$ cat config.mk
export PLATFORM = sky130hd
export DESIGN_NAME = cashaddr_encoder_flat
export DESIGN_NICKNAME = d
export VERILOG_FILES = /design/src/rtl/casha_pkg.sv /design/src/rtl/casha_ifs.sv /design/src/rtl/casha_front.sv /design/src/rtl/casha_fifo.sv /design/src/rtl/casha_back.sv /design/src/rtl/cashaddr_encoder.sv /design/src/flat_wrapper.sv
export VERILOG_INCLUDE_DIRS = /design/src /design/src/rtl
export SDC_FILE = /design/constraint.sdc
export NUM_CORES = 1
export LEC_CHECK = 0
export BUFFER_PORTS_ARGS = -buffer_cell sky130_fd_sc_hd__buf_4
export CORE_MARGIN = 2
export CORE_UTILIZATION = 63
export DETAILED_ROUTE_END_ITERATION = 6
export PLACE_DENSITY = 0.81
export SLEW_MARGIN = 20
export SYNTH_ARGS = -nofsm -noshare
export SYNTH_HDL_FRONTEND = slang
export SYNTH_HIERARCHICAL = 1
export SYNTH_SLANG_ARGS = --single-unit
$ cat constraint.sdc
create_clock -name clk -period 4.8 [get_ports clk]
set_clock_uncertainty 0.2 [all_clocks]
set_input_delay 0 -clock clk [delete_from_list [all_inputs] [get_ports clk]]
set_output_delay 0 -clock clk [all_outputs]
set_load 0.05 [all_outputs]
$ cat src/rtl/assert_macros.svh
// assertion helpers shared by the rtl
`ifndef ASSERT_MACROS_SVH
`define ASSERT_MACROS_SVH

// checked only while out of reset
`define CASHA_CHECK(lbl, clk, rst_n, prop, msg) \
  lbl: assert property (@(posedge clk) disable iff (!rst_n) prop) else $error(msg);

// checked at every edge, reset included
`define CASHA_CHECK_ALWAYS(lbl, clk, prop, msg) \
  lbl: assert property (@(posedge clk) prop) else $error(msg);

`endif

$ cat src/rtl/casha_pkg.sv
package casha_pkg;

  localparam logic [39:0] GEN0 = 40'h98f2bc8e61;
  localparam logic [39:0] GEN1 = 40'h79b76d99e2;
  localparam logic [39:0] GEN2 = 40'hf33e5fb3c4;
  localparam logic [39:0] GEN3 = 40'hae2eabe2a8;
  localparam logic [39:0] GEN4 = 40'h1e4f43e470;

  localparam logic [255:0] SYM_STR  = "qpzry9x8gf2tvdw0s3jn54khce6mua7l";
  localparam logic [95:0]  MAIN_PFX = "bitcoincash:";
  localparam logic [63:0]  TEST_PFX = "bchtest:";

  localparam logic [3:0] MAIN_PFX_LAST = 4'd11;
  localparam logic [3:0] TEST_PFX_LAST = 4'd7;

  // configuration register indexes
  localparam logic [1:0] REG_TEST_NETWORK = 2'd0;
  localparam logic [1:0] REG_ADDRESS_TYPE = 2'd1;
  localparam logic [1:0] REG_EMIT_PREFIX  = 2'd2;

  typedef struct packed {
    logic [7:0] payload_byte;
    logic       first;
    logic       last;
    logic       test_network;
    logic [4:0] address_type;
    logic       emit_prefix;
  } entry_t;

  typedef struct packed {
    logic full;
    logic empty;
  } fifo_stat_t;

  typedef enum logic [2:0] {
    B_IDLE,
    B_PREFIX,
    B_SYM,
    B_PAD,
    B_ABSORB,
    B_CSUM
  } back_state_t;

  function automatic logic [39:0] poly_step(logic [39:0] c, logic [4:0] d);
    logic [4:0]  top;
    logic [39:0] r;
    top = c[39:35];
    r   = {c[34:0], d};
    if (top[0]) r = r ^ GEN0;
    if (top[1]) r = r ^ GEN1;
    if (top[2]) r = r ^ GEN2;
    if (top[3]) r = r ^ GEN3;
    if (top[4]) r = r ^ GEN4;
    return r;
  endfunction

  // checksum after the prefix letters and the zero separator
  function automatic logic [39:0] prefix_start(logic testnet);
    logic [39:0] c;
    c = 40'd1;
    if (testnet) begin
      for (int i = 0; i < 7; i++) begin
        c = poly_step(c, TEST_PFX[8*(7-i) +: 5]);
      end
    end else begin
      for (int i = 0; i < 11; i++) begin
        c = poly_step(c, MAIN_PFX[8*(11-i) +: 5]);
      end
    end
    c = poly_step(c, 5'd0);
    return c;
  endfunction

  localparam logic [39:0] MAIN_START = prefix_start(1'b0);
  localparam logic [39:0] TEST_START = prefix_start(1'b1);

  function automatic logic [6:0] sym_char(logic [4:0] s);
    return SYM_STR[{5'(5'd31 - s), 3'b000} +: 7];
  endfunction

  function automatic logic [6:0] pfx_char(logic testnet, logic [3:0] idx);
    logic [6:0] ch;
    if (testnet) ch = TEST_PFX[{3'(3'd7 - idx[2:0]), 3'b000} +: 7];
    else         ch = MAIN_PFX[{4'(4'd11 - idx), 3'b000} +: 7];
    return ch;
  endfunction

endpackage

$ cat src/rtl/casha_ifs.sv
interface casha_in_if;
  logic       valid;
  logic       ready;
  logic [7:0] payload_byte;

  modport source (output valid, output payload_byte, input ready);
  modport sink   (input valid, input payload_byte, output ready);
endinterface

interface casha_out_if;
  logic       valid;
  logic       ready;
  logic [6:0] addr_char;
  logic       last_char;

  modport source (output valid, output addr_char, output last_char, input ready);
  modport sink   (input valid, input addr_char, input last_char, output ready);
endinterface

$ cat src/rtl/casha_front.sv
module casha_front #(
  parameter int PAYLOAD_BYTES = 20
) (
  input  logic                clk,
  input  logic                rst_n,
  casha_in_if.sink            in_ch,
  input  logic                cfg_we,
  input  logic [1:0]          cfg_index,
  input  logic [4:0]          cfg_wdata,
  input  casha_pkg::fifo_stat_t q_stat,
  output logic                q_push,
  output casha_pkg::entry_t   q_entry
);

  localparam int CW = (PAYLOAD_BYTES > 1) ? $clog2(PAYLOAD_BYTES) : 1;
  localparam logic [CW-1:0] LAST_CNT = CW'(PAYLOAD_BYTES - 1);

  logic          test_r, test_nxt;
  logic [4:0]    type_r, type_nxt;
  logic          emit_r, emit_nxt;
  logic [CW-1:0] cnt_r, cnt_nxt;
  logic          is_last;

  assign in_ch.ready = !q_stat.full;
  assign q_push      = in_ch.valid && !q_stat.full;
  assign is_last     = (cnt_r == LAST_CNT);

  always_comb begin
    q_entry.payload_byte = in_ch.payload_byte;
    q_entry.first        = (cnt_r == '0);
    q_entry.last         = is_last;
    q_entry.test_network = test_r;
    q_entry.address_type = type_r;
    q_entry.emit_prefix  = emit_r;
  end

  always_comb begin
    test_nxt = test_r;
    type_nxt = type_r;
    emit_nxt = emit_r;
    if (cfg_we) begin
      case (cfg_index)
        casha_pkg::REG_TEST_NETWORK: test_nxt = cfg_wdata[0];
        casha_pkg::REG_ADDRESS_TYPE: type_nxt = cfg_wdata;
        casha_pkg::REG_EMIT_PREFIX:  emit_nxt = cfg_wdata[0];
        default: ;
      endcase
    end
  end

  always_comb begin
    cnt_nxt = cnt_r;
    if (q_push) begin
      cnt_nxt = is_last ? '0 : CW'(cnt_r + 1'b1);
    end
  end

  always_ff @(posedge clk) begin
    if (!rst_n) begin
      test_r <= 1'b0;
      type_r <= 5'd0;
      emit_r <= 1'b1;
      cnt_r  <= '0;
    end else begin
      test_r <= test_nxt;
      type_r <= type_nxt;
      emit_r <= emit_nxt;
      cnt_r  <= cnt_nxt;
    end
  end

endmodule

$ cat src/rtl/casha_fifo.sv
module casha_fifo #(
  parameter int DEPTH = 4
) (
  input  logic                   clk,
  input  logic                   rst_n,
  input  logic                   push,
  input  casha_pkg::entry_t      push_entry,
  input  logic                   pop,
  output casha_pkg::entry_t      head,
  output casha_pkg::fifo_stat_t  stat
);

  localparam int AW = (DEPTH > 1) ? $clog2(DEPTH) : 1;
  localparam logic [AW-1:0] LAST_PTR = AW'(DEPTH - 1);
  localparam logic [AW:0]   FULL_CNT = (AW+1)'(DEPTH);

  casha_pkg::entry_t slots_r [DEPTH];
  logic [AW-1:0] wr_r, wr_nxt;
  logic [AW-1:0] rd_r, rd_nxt;
  logic [AW:0]   cnt_r, cnt_nxt;

  assign stat.full  = (cnt_r == FULL_CNT);
  assign stat.empty = (cnt_r == '0);
  assign head       = slots_r[rd_r];

  always_comb begin
    wr_nxt  = wr_r;
    rd_nxt  = rd_r;
    cnt_nxt = cnt_r;
    if (push) wr_nxt = (wr_r == LAST_PTR) ? '0 : AW'(wr_r + 1'b1);
    if (pop)  rd_nxt = (rd_r == LAST_PTR) ? '0 : AW'(rd_r + 1'b1);
    if (push && !pop) cnt_nxt = (AW+1)'(cnt_r + 1'b1);
    else if (pop && !push) cnt_nxt = (AW+1)'(cnt_r - 1'b1);
  end

  always_ff @(posedge clk) begin
    if (push) slots_r[wr_r] <= push_entry;
  end

  always_ff @(posedge clk) begin
    if (!rst_n) begin
      wr_r  <= '0;
      rd_r  <= '0;
      cnt_r <= '0;
    end else begin
      wr_r  <= wr_nxt;
      rd_r  <= rd_nxt;
      cnt_r <= cnt_nxt;
    end
  end

endmodule

$ cat src/rtl/casha_back.sv
module casha_back (
  input  logic                  clk,
  input  logic                  rst_n,
  input  casha_pkg::entry_t     q_head,
  input  casha_pkg::fifo_stat_t q_stat,
  output logic                  q_pop,
  casha_out_if.source           out_ch
);

  casha_pkg::back_state_t st_r, st_nxt;
  casha_pkg::entry_t cur_r, cur_nxt;
  logic [11:0] acc_r, acc_nxt;
  logic [3:0]  pend_r, pend_nxt;
  logic [39:0] csum_r, csum_nxt;
  logic [3:0]  idx_r, idx_nxt;
  logic        need_r, need_nxt;
  logic        out_valid_r, out_valid_nxt;
  logic [6:0]  out_char_r, out_char_nxt;
  logic        out_last_r, out_last_nxt;

  logic        slot;
  logic [3:0]  pend_m;
  logic        drained;
  logic [4:0]  sym;
  logic [4:0]  pad_sym;
  logic [3:0]  pfx_last;
  logic        idle_pop;
  logic        chain_pop;
  logic [39:0] absorb_c;

  assign slot     = !out_valid_r || out_ch.ready;
  assign pend_m   = 4'(pend_r - 4'd5);
  assign drained  = (pend_m < 4'd5);
  assign sym      = 5'(acc_r >> pend_m);
  assign pad_sym  = 5'(acc_r[4:0] << (3'd5 - pend_r[2:0]));
  assign pfx_last = cur_r.test_network ? casha_pkg::TEST_PFX_LAST : casha_pkg::MAIN_PFX_LAST;
  assign absorb_c = casha_pkg::poly_step(csum_r, 5'd0);

  assign idle_pop  = (st_r == casha_pkg::B_IDLE) && !q_stat.empty;
  // next byte of the same address follows without a trip through idle
  assign chain_pop = (st_r == casha_pkg::B_SYM) && slot && drained && !need_r &&
                     !cur_r.last && !q_stat.empty && !q_head.first;
  assign q_pop     = idle_pop || chain_pop;

  assign out_ch.valid     = out_valid_r;
  assign out_ch.addr_char = out_char_r;
  assign out_ch.last_char = out_last_r;

  // next state
  always_comb begin
    st_nxt = st_r;
    case (st_r)
      casha_pkg::B_IDLE: begin
        if (idle_pop) begin
          if (q_head.first && q_head.emit_prefix) st_nxt = casha_pkg::B_PREFIX;
          else st_nxt = casha_pkg::B_SYM;
        end
      end
      casha_pkg::B_PREFIX: begin
        if (slot && idx_r == pfx_last) st_nxt = casha_pkg::B_SYM;
      end
      casha_pkg::B_SYM: begin
        if (slot && drained && !need_r) begin
          if (cur_r.last) begin
            st_nxt = (pend_m != 4'd0) ? casha_pkg::B_PAD : casha_pkg::B_ABSORB;
          end else if (!chain_pop) begin
            st_nxt = casha_pkg::B_IDLE;
          end
        end
      end
      casha_pkg::B_PAD: begin
        if (slot) st_nxt = casha_pkg::B_ABSORB;
      end
      casha_pkg::B_ABSORB: begin
        if (idx_r == 4'd7) st_nxt = casha_pkg::B_CSUM;
      end
      casha_pkg::B_CSUM: begin
        if (slot && idx_r == 4'd7) st_nxt = casha_pkg::B_IDLE;
      end
      default: st_nxt = casha_pkg::B_IDLE;
    endcase
  end

  // datapath and output register
  always_comb begin
    cur_nxt  = cur_r;
    acc_nxt  = acc_r;
    pend_nxt = pend_r;
    csum_nxt = csum_r;
    idx_nxt  = idx_r;
    need_nxt = need_r;
    out_valid_nxt = out_valid_r && !out_ch.ready;
    out_char_nxt  = out_char_r;
    out_last_nxt  = out_last_r;
    case (st_r)
      casha_pkg::B_IDLE: begin
        if (idle_pop) begin
          cur_nxt = q_head;
          if (q_head.first) begin
            csum_nxt = q_head.test_network ? casha_pkg::TEST_START : casha_pkg::MAIN_START;
            need_nxt = 1'b1;
            idx_nxt  = 4'd0;
            if (q_head.emit_prefix) begin
              acc_nxt  = 12'd0;
              pend_nxt = 4'd0;
            end else begin
              acc_nxt  = {4'd0, q_head.address_type, 3'b000};
              pend_nxt = 4'd8;
            end
          end else begin
            acc_nxt  = {acc_r[3:0], q_head.payload_byte};
            pend_nxt = 4'(pend_r + 4'd8);
          end
        end
      end
      casha_pkg::B_PREFIX: begin
        if (slot) begin
          out_valid_nxt = 1'b1;
          out_char_nxt  = casha_pkg::pfx_char(cur_r.test_network, idx_r);
          out_last_nxt  = 1'b0;
          idx_nxt       = 4'(idx_r + 1'b1);
          if (idx_r == pfx_last) begin
            acc_nxt  = {4'd0, cur_r.address_type, 3'b000};
            pend_nxt = 4'd8;
          end
        end
      end
      casha_pkg::B_SYM: begin
        if (slot) begin
          out_valid_nxt = 1'b1;
          out_char_nxt  = casha_pkg::sym_char(sym);
          out_last_nxt  = 1'b0;
          csum_nxt      = casha_pkg::poly_step(csum_r, sym);
          pend_nxt      = pend_m;
          idx_nxt       = 4'd0;
          if (drained && need_r) begin
            // version byte done, bring in the first payload byte
            acc_nxt  = {acc_r[3:0], cur_r.payload_byte};
            pend_nxt = 4'(pend_m + 4'd8);
            need_nxt = 1'b0;
          end else if (chain_pop) begin
            cur_nxt  = q_head;
            acc_nxt  = {acc_r[3:0], q_head.payload_byte};
            pend_nxt = 4'(pend_m + 4'd8);
          end
        end
      end
      casha_pkg::B_PAD: begin
        if (slot) begin
          out_valid_nxt = 1'b1;
          out_char_nxt  = casha_pkg::sym_char(pad_sym);
          out_last_nxt  = 1'b0;
          csum_nxt      = casha_pkg::poly_step(csum_r, pad_sym);
          pend_nxt      = 4'd0;
          idx_nxt       = 4'd0;
        end
      end
      casha_pkg::B_ABSORB: begin
        if (idx_r == 4'd7) begin
          csum_nxt = absorb_c ^ 40'd1;
          idx_nxt  = 4'd0;
        end else begin
          csum_nxt = absorb_c;
          idx_nxt  = 4'(idx_r + 1'b1);
        end
      end
      casha_pkg::B_CSUM: begin
        if (slot) begin
          out_valid_nxt = 1'b1;
          out_char_nxt  = casha_pkg::sym_char(csum_r[39:35]);
          out_last_nxt  = (idx_r == 4'd7);
          csum_nxt      = {csum_r[34:0], 5'd0};
          idx_nxt       = 4'(idx_r + 1'b1);
        end
      end
      default: ;
    endcase
  end

  always_ff @(posedge clk) begin
    cur_r      <= cur_nxt;
    acc_r      <= acc_nxt;
    csum_r     <= csum_nxt;
    out_char_r <= out_char_nxt;
    out_last_r <= out_last_nxt;
  end

  always_ff @(posedge clk) begin
    if (!rst_n) begin
      st_r        <= casha_pkg::B_IDLE;
      pend_r      <= 4'd0;
      idx_r       <= 4'd0;
      need_r      <= 1'b0;
      out_valid_r <= 1'b0;
    end else begin
      st_r        <= st_nxt;
      pend_r      <= pend_nxt;
      idx_r       <= idx_nxt;
      need_r      <= need_nxt;
      out_valid_r <= out_valid_nxt;
    end
  end

endmodule

$ cat src/rtl/cashaddr_encoder.sv
// Cashaddr encoder: takes the payload hash one byte per item and sends out the
// address as ASCII characters, one per item, with last_char on the final
// checksum character. A front stage counts bytes and tags each byte with the
// register values, which the back takes from the first byte of each address; a
// queue of QUEUE_DEPTH bytes feeds a back sequencer that emits at most one
// character per cycle into an output register while the output is not stalled.
// Input is taken at one byte per cycle while the queue has room. For each
// address the sequencer leaves idle, sends the prefix (12 or 8 characters, or
// none), one character per 5-bit symbol (about 1.6 per byte), absorbs eight zero
// symbols and sends eight checksum characters. A byte that finds the queue empty
// sends the sequencer back through idle.
`include "assert_macros.svh"

module cashaddr_encoder #(
  parameter int PAYLOAD_BYTES = 20,
  parameter int QUEUE_DEPTH   = 4
) (
  input  logic       clk,
  input  logic       rst_n,
  casha_in_if.sink   in_ch,
  casha_out_if.source out_ch,
  input  logic       cfg_we,
  input  logic [1:0] cfg_index,
  input  logic [4:0] cfg_wdata
);

  casha_pkg::entry_t     q_entry;
  casha_pkg::entry_t     q_head;
  casha_pkg::fifo_stat_t q_stat;
  logic                  q_push;
  logic                  q_pop;

  casha_front #(
    .PAYLOAD_BYTES(PAYLOAD_BYTES)
  ) u_front (
    .clk      (clk),
    .rst_n    (rst_n),
    .in_ch    (in_ch),
    .cfg_we   (cfg_we),
    .cfg_index(cfg_index),
    .cfg_wdata(cfg_wdata),
    .q_stat   (q_stat),
    .q_push   (q_push),
    .q_entry  (q_entry)
  );

  casha_fifo #(
    .DEPTH(QUEUE_DEPTH)
  ) u_fifo (
    .clk       (clk),
    .rst_n     (rst_n),
    .push      (q_push),
    .push_entry(q_entry),
    .pop       (q_pop),
    .head      (q_head),
    .stat      (q_stat)
  );

  casha_back u_back (
    .clk   (clk),
    .rst_n (rst_n),
    .q_head(q_head),
    .q_stat(q_stat),
    .q_pop (q_pop),
    .out_ch(out_ch)
  );

  `CASHA_CHECK(a_no_push_full, clk, rst_n, q_push |-> !q_stat.full, "push into full queue")
  `CASHA_CHECK(a_no_pop_empty, clk, rst_n, q_pop |-> !q_stat.empty, "pop from empty queue")
  `CASHA_CHECK(a_push_fills, clk, rst_n, (q_push && !q_pop) |=> !q_stat.empty, "queue lost an item")
  `CASHA_CHECK(a_ready_tracks, clk, rst_n, in_ch.ready == !q_stat.full, "ready out of step with queue")
  `CASHA_CHECK_ALWAYS(a_reset_idle, clk, !rst_n |=> !out_ch.valid, "output valid after reset")

endmodule
$ cat src/flat_wrapper.sv
// flat-port wrapper written by rule: the top's interface ports become plain ports
module cashaddr_encoder_flat 
#(
  parameter int PAYLOAD_BYTES = 20,
  parameter int QUEUE_DEPTH   = 4
)
  (clk, rst_n, cfg_we, cfg_index, cfg_wdata, in_ch_valid, in_ch_payload_byte, in_ch_ready, out_ch_valid, out_ch_addr_char, out_ch_last_char, out_ch_ready);
  casha_in_if in_ch_i ();
  casha_out_if out_ch_i ();
  input  logic clk;
  input  logic rst_n;
  input  logic cfg_we;
  input  logic [1:0] cfg_index;
  input  logic [4:0] cfg_wdata;
  input wire logic [$bits(in_ch_i.valid)-1:0] in_ch_valid;
  input wire logic [$bits(in_ch_i.payload_byte)-1:0] in_ch_payload_byte;
  output wire logic [$bits(in_ch_i.ready)-1:0] in_ch_ready;
  output wire logic [$bits(out_ch_i.valid)-1:0] out_ch_valid;
  output wire logic [$bits(out_ch_i.addr_char)-1:0] out_ch_addr_char;
  output wire logic [$bits(out_ch_i.last_char)-1:0] out_ch_last_char;
  input wire logic [$bits(out_ch_i.ready)-1:0] out_ch_ready;
  assign in_ch_i.valid = in_ch_valid;
  assign in_ch_i.payload_byte = in_ch_payload_byte;
  assign in_ch_ready = in_ch_i.ready;
  assign out_ch_valid = out_ch_i.valid;
  assign out_ch_addr_char = out_ch_i.addr_char;
  assign out_ch_last_char = out_ch_i.last_char;
  assign out_ch_i.ready = out_ch_ready;
  cashaddr_encoder #(.PAYLOAD_BYTES(PAYLOAD_BYTES), .QUEUE_DEPTH(QUEUE_DEPTH)) u_core (.clk(clk), .rst_n(rst_n), .in_ch(in_ch_i), .out_ch(out_ch_i), .cfg_we(cfg_we), .cfg_index(cfg_index), .cfg_wdata(cfg_wdata));
endmodule
==> metrics.csv <==
stage;metric;value;unit
outcome;status;complete, no violations;
grt;first_global_vias;6484;
flow_run;drv_cap;0;
worst_setup_path;arrival;4.15;ns
final_layout;syn_to_final_growth;11.27;%
logic_synthesis;yosysWarnings;6;
sta;tightest_slew;0.9979;ns
power;power_leakage;3.675;nW
logic_synthesis;yosysTopAreaCellShare;0.4551;
logic_synthesis;synth_ff_type;edfxtp_1;
worst_setup_path;crit_family;compound AO/OA/AOI/OAI gates;
final_layout;fin_nets;879;
clock_network;clock_path_buffers;2;
logic_synthesis;synth.avg_cell_area;11.69;um^2
route;first_pass_iters;5;
worst_setup_path;cp_cell_sequence;inv_1 -> ha_1 -> a21oi_4 -> xor2_4 -> nor2_1 -> nand2_1 -> a21oi_1 -> a211oi_1 -> inv_1 -> ha_1 -> inv_1 -> fa_1 -> xor2_1 -> or3_1 -> a21boi_0;
sta;setup_violations;0;
floorplan;num_rows;44;
clock_network;clk_latency;0.44;ns
grt;antenna_found_initial;0;
route;drt-initial-drc-count;587;
clock_network;hold_buffers;27;
clock_network;cts_htree_levels;4;
clock_network;cts_tree;done;
worst_hold_path;hold_path.class;input port to flip-flop;
floorplan;die_y;126.4;um
logic_synthesis;synth_cell_type_count;70;
logic_synthesis;synth_area;9437;um^2
sta;fin_crit_sh;0.8323;
route;wirelength;20840;um
sta;setup_tns;0;ns
logic_synthesis;ys_top_cells_by_area;edfxtp_1 (46%), dfxtp_1 (7.2%), mux2i_1 (4.2%);
sta;fin_crit;3.995;ns
logic_synthesis;synth_largest_area_cell;edfxtp_1;
worst_setup_path;start_kind;flip-flop;
sta;drv_slew;0;
route;wl_per_cell;20.13;um
sta;hold_viol;0;
grt;grt_overflow;0;
grt;grt_pass1_wl;33470;um
logic_synthesis;synth_edf_count;143;
clock_network;cts_buffers;17;
worst_setup_path;cpPeakStageDelay;0.51;ns
route;routed_via_density;6.475;
final_layout;final_layout_size_suffix_gt1_frac;0.1222;
clock_network;cts_resized;0;
logic_synthesis;synth_nets;848;
clock_network;post-cts-setup-buffers;0;
worst_setup_path;cp.required;4.95;ns
worst_setup_path;critPathSlowestCell;dfxtp_1;
power;ir_drop;0.4264;mV
logic_synthesis;synth_cells;807;
logic_synthesis;ys_ff_latch;177;
sta;slew-limit-headroom;0.3303;
place;hpwl;13180;um
worst_setup_path;worstSetupPathType;flip-flop to flip-flop;
floorplan;dieArea;15970;um^2
clock_network;cts_root_buffer;clkbuf_16;
floorplan;die_w;126.4;um
power;finalPower;7.485;mW
final_layout;antenna_cells;0;
worst_setup_path;critical_path_peak_fanout;9;
worst_setup_path;path_buf_inv;3;
final_layout;final_common_cell;edfxtp_1;
logic_synthesis;ys_async_sr_fraction;0;
power;power_density;712.8;nW/um^2
route;vias;6702;
floorplan;core-area;14590;um^2
route;drc;0;
sta;fmax;250.3;MHz
place;gp_congestion;0.9204;
route;ant_nets;0;
worst_setup_path;crit_top_cell;inv_1;
final_layout;layout_common_cells;edfxtp_1 (143), nand2_1 (85), nor2_1 (46);
sta;rsz0062_at_grt;no;
place;port_buffers;29;
floorplan;ios;30;
grt;grt_max_degree;41;
floorplan;initial_core_util;0.6468;
clock_network;clk_pin_slew;0.07;ns
clock_network;cts_num_sinks;177;
logic_synthesis;yosysSeqAreaShare;0.5272;
grt;grt_usage;0.2676;
worst_setup_path;cp-end-kind;flip-flop;
through the flow:
stage	setup WS, ns	area [um^2]	utilization	hold WS, ns	cells
finish	0.8050	10500	0.7197	0.06940	1035
global route	0.4945	10500	0.7197	0.08896	1035
CTS	0.8550	10500	0.7197	0.003717	1035
detailed placement	0.8790	9638	0.6606	0.002819	976
global placement	1.185	9638	0.6606	-0.002829	976
floorplan	1.306	9437	-	-0.07829	807
where the power goes:
group | switching [mW] | internal, mW | total [mW]
registers | 0.376 | 2.36 | 2.73
clock network | 0.656 | 0.723 | 1.38
logic | 2.07 | 1.30 | 3.37
total | 3.11 | 4.38 | 7.48
worst register-to-register path, stage by stage (launching register included):
cell	delay [ns]
dfxtp_1	0.51
inv_1	0.17
ha_1	0.26
a21oi_4	0.24
xor2_4	0.13
nor2_1	0.27
nand2_1	0.24
a21oi_1	0.30
a211oi_1	0.15
inv_1	0.15
ha_1	0.19
inv_1	0.06
fa_1	0.37
xor2_1	0.16
or3_1	0.31
a21boi_0	0.20
state kept, by name, indices dropped and copies added (netlist names), 3 cells and up, named ones only:
signal and cells:
u_core/u_back/acc_r 12, u_core/u_front/cnt_r 5, u_core/u_fifo/cnt_r 3, u_core/u_front/type_r 5, u_core/u_back/idx_r 4, u_core/u_fifo/slots_r 68
u_core/u_back/pend_r 4, u_core/u_back/out_ch.addr_char 7, u_core/u_back/st_r 3, u_core/u_back/csum_r 40, u_core/u_back/cur_r 15
cell usage after synthesis, drive strengths merged (2+ instances only):
library cell / count
nand2: 85
a21boi: 7
nand4b: 2
inv: 20
xor2: 22
o221ai: 4
nand2b: 4
a22oi: 8
a31oi: 12
o22ai: 10
o21ai: 49
o21a: 7
or3: 12
a32oi: 4
mux2i: 40
a22o: 3
ha: 20
edfxtp: 143
a21oi: 39
mux2: 3
dfxtp: 34
mux4: 22
clkbuf: 19
a21o: 2
nand3: 19
nor2: 47
o31a: 2
nor2b: 23
nor3: 12
o311ai: 2
xnor2: 25
o31ai: 4
nand3b: 7
nor3b: 5
buf: 36
nor4b: 3
a211oi: 6
and2: 12
o211ai: 20
cell type report:
| class | instances | area [um^2] |
|---|---|---|
| clock buffer | 19 | 454.2 |
| clock inverter | 13 | 137.6 |
| fill | 916 | 4089 |
| inverter | 20 | 75.07 |
| multi-input combinational | 555 | 4058 |
| sequential | 177 | 4975 |
| tap | 184 | 230.2 |
| timing repair buffer | 67 | 570.5 |
per-layer routing:
layer / vias up / track usage / share of wire
met1: 3253 / 0.3268 / 0.40
met4: 0 / 0.1261 / 0.034
li1: 3076 / - / -
met5: - / 0 / 0
met2: 307 / 0.4612 / 0.51
met3: 66 / 0.05019 / 0.055
cell families (layout without fill, tap and decap cells):
| family | count (synthesis) | count (layout) | share of synthesized area |
|---|---|---|---|
| flip-flops | 177 | 177 | 0.5272 |
| AO/OA/AOI/OAI | 188 | 188 | 0.1326 |
| adder cells (fa/ha/maj) | 21 | 21 | 0.02864 |
| multiplexers | 65 | 65 | 0.1013 |
| buffers and inverters | 75 | 119 | 0.04336 |
| XOR/XNOR | 47 | 47 | 0.04641 |
| AND/OR/NAND/NOR | 234 | 234 | 0.1205 |
path summary, 6_finish.rpt:
check	startpoint	to	depth (start not counted)	slack [ns]
max reg2reg	u_core/u_back/pend_r[1]	u_core/u_fifo/cnt_r[2]	15	0.80
min reg2reg	u_core/u_front/cnt_r[0]	u_core/u_front/cnt_r[0]	2	0.31
max	u_core/u_back/pend_r[1]	u_core/u_fifo/cnt_r[2]	15	0.80
min	cfg_index[1]	u_core/u_front/type_r[0]	4	0.07
Power figures use the tool's default switching activity.
